$ cat src/rtl/tci_pkg.sv
// ----------------------------------------------------------------------------
// tci_pkg
// Shared constants, table entry type, divider status and codes for the
// two-channel table interpolator.
// ----------------------------------------------------------------------------
package tci_pkg;

  localparam int TABLE_DEPTH   = 128;
  localparam int TIME_BITS     = 24;
  localparam int ANGLE_BITS    = 16;
  localparam int IDX_BITS      = $clog2(TABLE_DEPTH);
  localparam int PTS_BITS      = 8;
  localparam int PROD_BITS     = TIME_BITS + ANGLE_BITS;
  localparam int CFG_ADDR_BITS = 3;
  localparam int CFG_DATA_BITS = 32;

  // Register word indexes
  localparam int REG_POINTS_IN_USE = 0;

  typedef enum logic {
    OP_LOAD  = 1'b0,
    OP_QUERY = 1'b1
  } op_t;

  typedef enum logic [1:0] {
    STAT_INTERP = 2'd0,
    STAT_EXACT  = 2'd1,
    STAT_BELOW  = 2'd2,
    STAT_ABOVE  = 2'd3
  } status_t;

  typedef struct packed {
    logic        [TIME_BITS-1:0]  tstamp;
    logic signed [ANGLE_BITS-1:0] ang_one;
    logic signed [ANGLE_BITS-1:0] ang_three;
  } entry_t;

  typedef struct packed {
    logic                  done;
    logic                  rem_nz;
    logic [ANGLE_BITS-1:0] quo;
  } div_res_t;

endpackage

$ cat src/rtl/tci_div.sv
// ----------------------------------------------------------------------------
// tci_div
// Restoring divider, one quotient bit per cycle. Divides the product of the
// time offset and the angle span by the segment length.
// ----------------------------------------------------------------------------
module tci_div (
  input  logic                          clk,
  input  logic                          rst_n,
  input  logic                          start,
  input  logic [tci_pkg::PROD_BITS-1:0] dividend,
  input  logic [tci_pkg::TIME_BITS-1:0] divisor,
  output tci_pkg::div_res_t             res
);
  import tci_pkg::*;

  localparam int CNT_BITS = $clog2(PROD_BITS + 1);

  logic [PROD_BITS-1:0] dvd_r, dvd_nxt;
  logic [TIME_BITS-1:0] rem_r, rem_nxt;
  logic [TIME_BITS-1:0] dsr_r, dsr_nxt;
  logic [CNT_BITS-1:0]  cnt_r, cnt_nxt;
  logic                 busy_r, busy_nxt;
  logic                 done_r, done_nxt;
  logic [TIME_BITS:0]   trial;
  logic                 qbit;

  // Shift one dividend bit into the partial remainder and try a subtract
  always_comb begin
    trial = {rem_r, dvd_r[PROD_BITS-1]};
    qbit  = (trial >= {1'b0, dsr_r});
  end

  always_comb begin
    dvd_nxt  = dvd_r;
    rem_nxt  = rem_r;
    dsr_nxt  = dsr_r;
    cnt_nxt  = cnt_r;
    busy_nxt = busy_r;
    done_nxt = 1'b0;
    if (start) begin
      dvd_nxt  = dividend;
      rem_nxt  = '0;
      dsr_nxt  = divisor;
      cnt_nxt  = CNT_BITS'(PROD_BITS);
      busy_nxt = 1'b1;
    end else if (busy_r) begin
      dvd_nxt = {dvd_r[PROD_BITS-2:0], qbit};
      rem_nxt = qbit ? TIME_BITS'(trial - {1'b0, dsr_r}) : trial[TIME_BITS-1:0];
      cnt_nxt = cnt_r - CNT_BITS'(1);
      if (cnt_r == CNT_BITS'(1)) begin
        busy_nxt = 1'b0;
        done_nxt = 1'b1;
      end
    end
  end

  always_ff @(posedge clk) begin
    if (!rst_n) begin
      cnt_r  <= '0;
      busy_r <= 1'b0;
      done_r <= 1'b0;
    end else begin
      cnt_r  <= cnt_nxt;
      busy_r <= busy_nxt;
      done_r <= done_nxt;
    end
    dvd_r <= dvd_nxt;
    rem_r <= rem_nxt;
    dsr_r <= dsr_nxt;
  end

  // Quotient stays below the angle span, so its low bits are all of it
  assign res.done   = done_r;
  assign res.rem_nz = (rem_r != '0);
  assign res.quo    = dvd_r[ANGLE_BITS-1:0];

endmodule

$ cat config.mk
export PLATFORM = sky130hd
export DESIGN_NAME = tci_div
export DESIGN_NICKNAME = d
export VERILOG_FILES = /design/src/rtl/tci_pkg.sv /design/src/rtl/tci_div.sv
export SDC_FILE = /design/constraint.sdc
export NUM_CORES = 1
export LEC_CHECK = 0
export BUFFER_PORTS_ARGS = -buffer_cell sky130_fd_sc_hd__buf_2
export CORE_ASPECT_RATIO = 0.8
export CORE_UTILIZATION = 50
export CTS_CLUSTER_SIZE = 16
export DETAILED_ROUTE_END_ITERATION = 10
export HOLD_SLACK_MARGIN = 0.06
export PLACE_DENSITY = 0.83
export SLEW_MARGIN = 20
export SYNTH_ARGS = -nofsm -noshare
export SYNTH_HDL_FRONTEND = slang
export SYNTH_SLANG_ARGS = --single-unit
$ cat constraint.sdc
create_clock -name clk -period 3.4 [get_ports clk]
set_input_delay 0.34 -clock clk [delete_from_list [all_inputs] [get_ports clk]]
set_output_delay 0.34 -clock clk [all_outputs]
set_load 0.02 [all_outputs]
# [Word level (Yosys, flattened, before mapping)]
# Index checks and enable logic that the tools add are counted.
[word_totals] ff_bits=96 output_inout_bits=18
[classes] add_sub_neg=2 magnitude_cmp=1 n_eq_ne=1 mux=9 bitwise_logic=2 n_reduce_logical=4
[ops] operator="$mux W40" n=2
[ops] operator="$ge A25 B24 Y1" n=1
[ops] operator="$mux W24" n=1
[ops] operator="$reduce_bool A24 Y1" n=1
[ops] operator="$sub A24 B24 Y24" n=1
[ops] operator="$mux W6" n=2
[ops] operator="$eq A6 B1 Y1 const B" n=1
[ops] operator="$sub A6 B1 Y6 const B" n=1
[ops] operator="$mux W1" n=4
[ops] operator="$reduce_or A3 Y1" n=1
[ops] operator="$not A1 Y1" n=2
[ops] operator="$reduce_bool A2 Y1" n=1
[ops] operator="$reduce_or A2 Y1" n=1

# [Longest topological paths before layout]
# Gate-level depths: netlist of run 1.
[logic_depth] word_depth=4 ltp_mapped=12 mapped_depth_nobuf=11

# [Worst setup path before layout of run 1]
# OpenSTA, ideal clock, no wires.
[synth_path] path_type="reg-to-reg" startpoint="register dvd_r[39]" endpoint="register rem_r[22]" arrival_ns=2.606 required_ns=3.258 slack_ns=0.652 stages_incl_launch_ff=12 cell_sequence="edfxtp_1 > inv_1 > ha_1 > fa_1 > and2b_1 > o31a_1 > o21ai_1 > o21a_1 > o31ai_1 > a41oi_1 > o41ai_1 > a311oi_1"
[synth_between] elab_chain_cells=2 elab_cells_between_ends=3
[synth_rtl] item="from (decl)" line_no="tci_div.sv:18" rtl="logic [PROD_BITS-1:0] dvd_r, dvd_nxt;"
[synth_rtl] item="from (signal assigned)" line_no="tci_div.sv:67" rtl="dvd_r <= dvd_nxt;"
[synth_rtl] item="$sub A24 B24 Y24 / $ge A25 B24 Y1 (equally long branches)" line_no="tci_div.sv:48, tci_div.sv:30"
[synth_rtl] item="$mux W24 *" line_no="tci_div.sv:48" rtl="rem_nxt = qbit ? TIME_BITS'(trial - {1'b0, dsr_r}) : trial[TIME_BITS-1:0];"
[synth_rtl] item="to (signal assigned)" line_no="tci_div.sv:68" rtl="rem_r <= rem_nxt;"
[synth_rtl] item="to (decl)" line_no="tci_div.sv:19" rtl="logic [TIME_BITS-1:0] rem_r, rem_nxt;"
# Every way passes the cells marked *; elsewhere a longest branch is shown, timed or not.
# A chain may end at the register's enable or synchronous reset.

# [Worst setup path in the final report of run 1]
# Same ends and word-level chain as after synthesis.

==> results of run 1 <==
placed cells by master (no fill, tap or decap), types with 6 or more instances in the layout:
cell | netlist | layout
ha_1 | 26 | 26
clkbuf_16 | 0 | 9
nor3_1 | 7 | 7
edfxtp_1 | 64 | 64
o21a_1 | 6 | 6
a311oi_1 | 19 | 19
or3_1 | 6 | 6
nand2_1 | 48 | 48
xnor2_1 | 9 | 9
o21ai_0 | 7 | 7
xor2_1 | 9 | 9
mux2_2 | 41 | 41
nor4_1 | 9 | 9
a21o_1 | 6 | 6
dfxtp_1 | 32 | 32
inv_1 | 31 | 31
a21oi_1 | 27 | 27
nand3_1 | 14 | 14
nor2_1 | 38 | 38
buf_2 | 3 | 83
logic make-up (layout without fill, tap and decap cells):
family,after synthesis,after routing,share of synthesized area
AOI/OAI and AO/OA,97,97,0.129
muxes,42,42,0.0888
DFF,96,96,0.481
adders and majority gates,27,27,0.0648
xor gates and xnor gates,18,18,0.0296
and+or+nand+nor,150,150,0.146
buffers and inverters,67,135,0.0613
cell type report:
| cell class | instances | area, µm² | area share |
|---|---|---|---|
| inverter | 31 | 116 | 0.0193 |
| tap | 140 | 175 | 0.0290 |
| timing repair buffer | 88 | 453 | 0.0751 |
| multi-input combinational | 334 | 2440 | 0.404 |
| sequential | 96 | 2560 | 0.425 |
| clock inverter | 7 | 61.3 | 0.0102 |
| clock buffer | 9 | 225 | 0.0373 |
sequential cells by signal, summed over array words and instances (netlist names):
name and flops:
busy_r 1, cnt_r 6, done_r 1, rem_r 24
dsr_r 24, dvd_r 40
critical path, delay by kind of cell, from the launching register on:
family	cells	cell delay [ps]
compound gates	7	1820
flops	1	350
fa+ha+maj	2	610
buf+inv	1	50
simple gates	1	230
power breakdown:
part | switching, W | internal (W) | leakage [nW]
logic | 0.000394 | 0.000285 | 1.44
clock network | 0.000474 | 0.000512 | 0.135
registers | 0.0000598 | 0.00137 | 0.901
total | 0.000928 | 0.00216 | 2.48
stage by stage:
stage / hold slack, ps / power, W
floorplan: 439 / 0.00196
global placement: 480 / 0.00209
detailed placement: 487 / 0.00212
CTS: 155 / 0.00311
global route: 147 / 0.00323
finish: 162 / 0.00309
worst min-delay path by stage:
stage | startpoint | end | slack, ps | cells after the start
2_1_floorplan | divisor[0] | dsr_r[0] | 440 | 0
3_3_place_gp | cnt_r[1] | cnt_r[1] | 480 | 2
3_5_place_dp | cnt_r[1] | cnt_r[1] | 490 | 2
4_1_cts | divisor[14] | dsr_r[14] | 150 | 1
5_1_grt | divisor[14] | dsr_r[14] | 150 | 1
6_report | divisor[14] | dsr_r[14] | 160 | 1
routing by layer:
layer / routed length (µm) / global-route usage
met5: 13 / 0
met1: 5090 / 0.268
met3: 549 / 0.0492
met4: 203 / 0.0801
met2: 5220 / 0.325
==> out/metrics.yaml, run 1 <==
run_status:
  status: "finished clean"
synth:
  syn_inst: 497
  ys_seq_elements: 96
  async_flop_share: 0
  syn_area_per_cell_um2: 10.7
  synth_most_common_cell: "edfxtp_1"
  syn_area_um2: 5330
  mappedNetlistNets: 591
  yosys-top-cells-count: "64 x edfxtp_1, 48 x nand2_1, 41 x mux2_2, 38 x nor2_1, 32 x dfxtp_1"
  synth_area_leaders: "edfxtp_1 36%, dfxtp_1 12%, mux2_2 8.7%"
  synth_edf_count: 64
  synth_cell_types: 58
  yosysTopAreaCell: "edfxtp_1"
  yosys_warnings: 0
  synth_top_cell_area_share: 0.361
  ys_seq_area_frac: 0.481
  ys.flop_type: "edfxtp_1"
cells_and_area:
  fin_area_um2: 6030
  fillers: 889
  nets: 654
  antenna_cells: 0
  final_cells: 705
  final_core_util: 0.584
  syn_to_final_growth_pct: 13.2
  drive_gt1_frac: 0.283
clocking:
  holdBufCountCts: 0
  cts_resized: 0
  clock-sinks: 96
  ctsHtreeMaxLevel: 3
  clock_latency_ps: 350
  post_cts.repair.setup_buffers: 0
  cts_buffers: 9
  cts_tree: "built"
  clkTransAtPathRegs_ps: 70
  cts_root_buffer: "clkbuf_16"
  clockBufferDepth: 2
worst_setup_path:
  worst-endpoint-required_ps: 3600
  r2r-end: "rem_r[22]"
  critPathKind: "reg2reg"
  startpoint: "dvd_r[39]"
  crit_chain: "inv_1 > ha_1 > fa_1 > and2b_1 > o31a_1 > o21ai_1 > o21a_1 > o31ai_1 > a41oi_1 > o41ai_1 > a311oi_1"
  critPathSlowestCell: "o31ai_1"
  worstSetupEndpointType: "flip-flop"
  crit_path_start_kind: "flip-flop"
  cpPeakStageDelay_ps: 540
  rrSetupSlack_ps: 190
  r2r_cells: 11
  endpoint: "rem_r[22]"
  path_max_fanout: 4
  arrival_ps: 3410
  r2r_start: "dvd_r[39]"
placed_design:
  pre_cts_slack_ps: 271
  routabilityCongestion: 0.925
  placed_area_um2: 5750
  dp_hpwl_um: 7830
  port_buffers: 84
  placed_cells: 689
floorplan:
  die-area_um2: 11100
  ios: 85
  start_util: 0.516
  die_x_um: 117
  core-area_um2: 10300
  fp-row-count: 33
  die_y_um: 94.3
timing:
  rsz0062_at_grt: "false"
  finalMaxSlewViolations: 0
  period_needed_ps: 3210
  max_freq_mhz: 312
  worst_slew_pin_slew_ps: 930
  setup_tns_ps: 0
  setup_ws_ps: 190
  hold_viol_final: 0
  min_period_over_period: 0.944
  clock_skew_ps: 9.15
  slew_headroom: 0.380
  setup_viol: 0
grt:
  grt.total_usage: 0.203
  grt_first_pass_wirelength_um: 18000
  grt_start_max_net_pins: 62
  antenna_found_initial: 1
  overflow: 0
  first_global_vias: 3888
drt:
  route.detailed.drc: 0
  drtIter0Drc: 240
  ant_nets: 0
  detail_route.wirelength_um: 11100
  firstDrtPassIters: 4
  vias: 3955
  vias_per_cell: 5.61
  wl_per_cell_um: 15.7
worst_hold_path:
  hp-class: "in2reg"
flow_run:
  cap_viol_max_count: 0
power:
  power.density_nw_per_um2: 512
  ir_drop_mv: 0.345
  leakagePower_nw: 2.48
Power figures use the tool's default switching activity.
==> inputs of run 2 (changes only) <==
--- a/config.mk
+++ b/config.mk
@@ -5,13 +5,14 @@
 export SDC_FILE = /design/constraint.sdc
 export NUM_CORES = 1
 export LEC_CHECK = 0
+export ABC_AREA = 1
 export BUFFER_PORTS_ARGS = -buffer_cell sky130_fd_sc_hd__buf_2
 export CORE_ASPECT_RATIO = 0.8
 export CORE_UTILIZATION = 50
 export CTS_CLUSTER_SIZE = 16
 export DETAILED_ROUTE_END_ITERATION = 10
 export HOLD_SLACK_MARGIN = 0.06
-export PLACE_DENSITY = 0.83
+export PLACE_DENSITY = 0.82
 export SLEW_MARGIN = 20
 export SYNTH_ARGS = -nofsm -noshare
 export SYNTH_HDL_FRONTEND = slang
==> run 2 against run 1 <==
Global-route usage rose by 3.1 points. Register-to-register slack better by 480 ps. Cell count rose by 47%. Count of clock-buffer cells in the layout stayed put. Critical endpoint is now rem_r[11]. Highest routed layer is now met4.
==> out/metrics.yaml, run 2 <==
grt:
  grt_busiest_layer: "met2"  # unchanged
  overflow: 0  # unchanged
  use_met3: 0.0586  # was 0.0492
  first_global_vias: 4918  # was 3888
  grt.total_usage: 0.234  # was 0.203
  grt_start_max_net_pins: 52  # was 62
  antenna_found_initial: 0  # was 1
  grtUsageMet1: 0.333  # was 0.268
  grt_first_pass_wirelength_um: 23500  # was 18000 µm
  grtUsageMet2: 0.358  # was 0.325
synth:
  yosys_warnings: 0  # unchanged
  ys_seq_area_frac: 0.427  # was 0.481
  syn_area_um2: 6000  # was 5330 µm²
  async_flop_share: 0  # unchanged
  mappedNetlistNets: 917  # was 591
  synth_area_leaders: "edfxtp_1 32%, nand2_1 20%, dfxtp_1 11%"  # was edfxtp_1 36%, dfxtp_1 12%, mux2_2 8.7%
  syn_inst: 823  # was 497
  synth_cell_types: 36  # was 58
  yosysTopAreaCell: "edfxtp_1"  # unchanged
  synth_most_common_cell: "nand2_1"  # was edfxtp_1
  yosys-top-cells-count: "319 x nand2_1, 141 x inv_1, 64 x edfxtp_1, 48 x nand3_1, 41 x nor2_1"  # was 64 x edfxtp_1, 48 x nand2_1, 41 x mux2_2, 38 x nor2_1, 32 x dfxtp_1
  ys_seq_elements: 96  # unchanged
  synth_edf_count: 64  # unchanged
  synth_top_cell_area_share: 0.320  # was 0.361
  ys.flop_type: "edfxtp_1"  # unchanged
  syn_area_per_cell_um2: 7.29  # was 10.7 µm²
worst_hold_path:
  min_from: "divisor[5]"  # was divisor[14]
  hp-class: "in2reg"  # unchanged
  hold-path-cell-count: 1  # unchanged
  whs_endpoint: "dsr_r[5]"  # was dsr_r[14]
worst_setup_path:
  critPathKind: "reg2reg"  # unchanged
  rrSetupSlack_ps: 670  # was 190 ps
  arrival_ps: 3020  # was 3410 ps
  path_max_fanout: 25  # was 4
  r2r_cells: 13  # was 11
  r2r_start: "dsr_r[8]"  # was dvd_r[39]
  crit_path_start_kind: "flip-flop"  # unchanged
  r2r-end: "rem_r[11]"  # was rem_r[22]
  worst-endpoint-required_ps: 3690  # was 3600 ps
  worstSetupEndpointType: "flip-flop"  # unchanged
timing:
  worst_slew_pin_slew_ps: 842  # was 930 ps
  setup_viol: 0  # unchanged
  max_freq_mhz: 367  # was 312 MHz
  rsz0062_at_grt: "false"  # unchanged
  slew_headroom: 0.439  # was 0.380
  finalMaxSlewViolations: 0  # unchanged
  setup_tns_ps: 0  # unchanged
  hold_viol_final: 0  # unchanged
  clock_skew_ps: 11.7  # was 9.15 ps
  period_needed_ps: 2730  # was 3210 ps
  min_period_over_period: 0.802  # was 0.944
clocking:
  holdBufCountCts: 0  # unchanged
  clock-sinks: 96  # unchanged
  clkTransAtPathRegs_ps: 70  # about the same
  cts_root_buffer: "clkbuf_16"  # unchanged
  post_cts.repair.setup_buffers: 0  # unchanged
  cts_resized: 0  # unchanged
  clockBufferDepth: 2  # unchanged
  cts_buffers: 9  # unchanged
  clock_latency_ps: 350  # about the same
  ctsHtreeMaxLevel: 3  # unchanged
  cts_tree: "built"  # unchanged
floorplan:
  die_y_um: 100  # was 94.3 µm
  core-area_um2: 11600  # was 10300 µm²
  die-area_um2: 12400  # was 11100 µm²
  ios: 85  # unchanged
  start_util: 0.517  # was 0.516
  fp-row-count: 35  # was 33
  die_x_um: 124  # was 117 µm
placed_design:
  dp_hpwl_um: 10300  # was 7830 µm
  routabilityCongestion: 0.948  # was 0.925
  port_buffers: 84  # unchanged
  placed_cells: 1023  # was 689
drt:
  ant_nets: 0  # unchanged
  wl_per_cell_um: 13.6  # was 15.7 µm
  route.detailed.drc: 0  # unchanged
  vias_per_cell: 5.10  # was 5.61
  detail_route.wirelength_um: 14100  # was 11100 µm
  drtIter0Drc: 462  # was 240
  vias: 5294  # was 3955
  firstDrtPassIters: 6  # was 4
power:
  leakagePower_nw: 3.52  # was 2.48 nW
  power.density_nw_per_um2: 412  # was 512 nW/µm²
  ir_drop_mv: 0.316  # was 0.345 mV
cells_and_area:
  largest_reg_flops: 40  # unchanged
  final_common_cell: "nand2_1"  # was buf_2
  drive_gt1_frac: 0.141  # was 0.283
  final_cell_mix: "319 x nand2_1, 140 x inv_1, 84 x buf_2"  # was 83 x buf_2, 64 x edfxtp_1, 48 x nand2_1
  top_register: "dvd_r"  # unchanged
  syn_to_final_growth_pct: 12.0  # was 13.2%
  antenna_cells: 0  # unchanged
  nets: 980  # was 654
  final_cells: 1039  # was 705
  reg.largest.list: "dvd_r (40), dsr_r (24), rem_r (24)"  # unchanged
run_status:
  status: "finished clean"  # unchanged
flow_run:
  cap_viol_max_count: 0  # unchanged
run 2: cell types whose count changed in the layout (fill, tap and decap cells not counted), sizes merged, moves of 5 or more:
cell and delta:
a21o -6, a21oi -11, a311oi -19, inv +111, mux2 -42, nand2 +275, nand3 +41, nand4 +29
nor4 -6, o21a -6, o21ai +5, or3 -6, xor2 -7
run 2: cells by family (layout without fill, tap and decap cells):
family,Yosys count,after routing,synth area share
DFF,96,96,0.427
adders and majority gates,27,27,0.0575
and+or+nand+nor,470,470,0.336
AOI/OAI and AO/OA,36,36,0.0340
buffers and inverters,183,251,0.129
xor gates and xnor gates,11,11,0.0161
run 2: report_power, final:
part / leakage [nW] / switching [W] / total, W / internal [W]
combinational: 2.47 / 0.000233 / 0.000356 / 0.000123
sequential: 0.906 / 0.0000307 / 0.00137 / 0.00134
clock: 0.146 / 0.000467 / 0.00104 / 0.000577
total: 3.52 / 0.000731 / 0.00277 / 0.00204
run 2: how the worst max path moves through the flow:
stage,start,endpoint,slack (ps),depth (start not counted)
after global placement,dsr_r[7],dvd_r[0],800,12
final,dsr_r[8],rem_r[11],670,13
after detailed placement,dsr_r[8],rem_r[11],780,13
after global routing,dsr_r[6],rem_r[11],460,13
after floorplan,start,dvd_r[0],930,4
after CTS,dsr_r[8],rem_r[11],770,13
run 2: final cells by class:
| class | count | area (µm²) |
|---|---|---|
| Sequential cell | 96 | 2560 |
| Multi-Input combinational cell | 544 | 2660 |
| Clock buffer | 9 | 225 |
| Tap cell | 148 | 185 |
| Inverter | 145 | 546 |
| Clock inverter | 7 | 75.1 |
| Timing Repair Buffer | 90 | 465 |
| Fill cell | 1080 | 4880 |
run 2: critical path: stages, from the launching register on:
cell and delay [ps]:
edfxtp_1 360, inv_1 80, ha_1 270, nand2_1 160, inv_1 50, nand2_1 60
nand2_1 80, inv_1 60, nand3_1 170, nand2_2 450, nand3_4 440, o21ai_1 260
nand3_1 150, nand2_1 90
run 2: through the flow:
stage | cell area (µm²) | hold slack, ps | total power (W) | setup slack (ps) | util
6_report | 6720 | 160 | 0.00277 | 673 | 0.579
5_1_grt | 6720 | 152 | 0.00288 | 459 | 0.579
4_1_cts | 6720 | 149 | 0.00279 | 766 | 0.579
3_5_place_dp | 6420 | 466 | 0.00175 | 781 | 0.553
3_3_place_gp | 6420 | 460 | 0.00174 | 805 | 0.553
2_1_floorplan | 6000 | 439 | 0.00164 | 932 | -
run 2: metal layers:
| metal | wire (µm) | vias to the layer above | share of wire |
|---|---|---|---|
| li1 | - | 2703 | - |
| met1 | 6690 | 2360 | 0.47 |
| met2 | 5950 | 212 | 0.42 |
| met3 | 1290 | 19 | 0.092 |
| met4 | 159 | 0 | 0.011 |
| met5 | 0 | - | 0 |
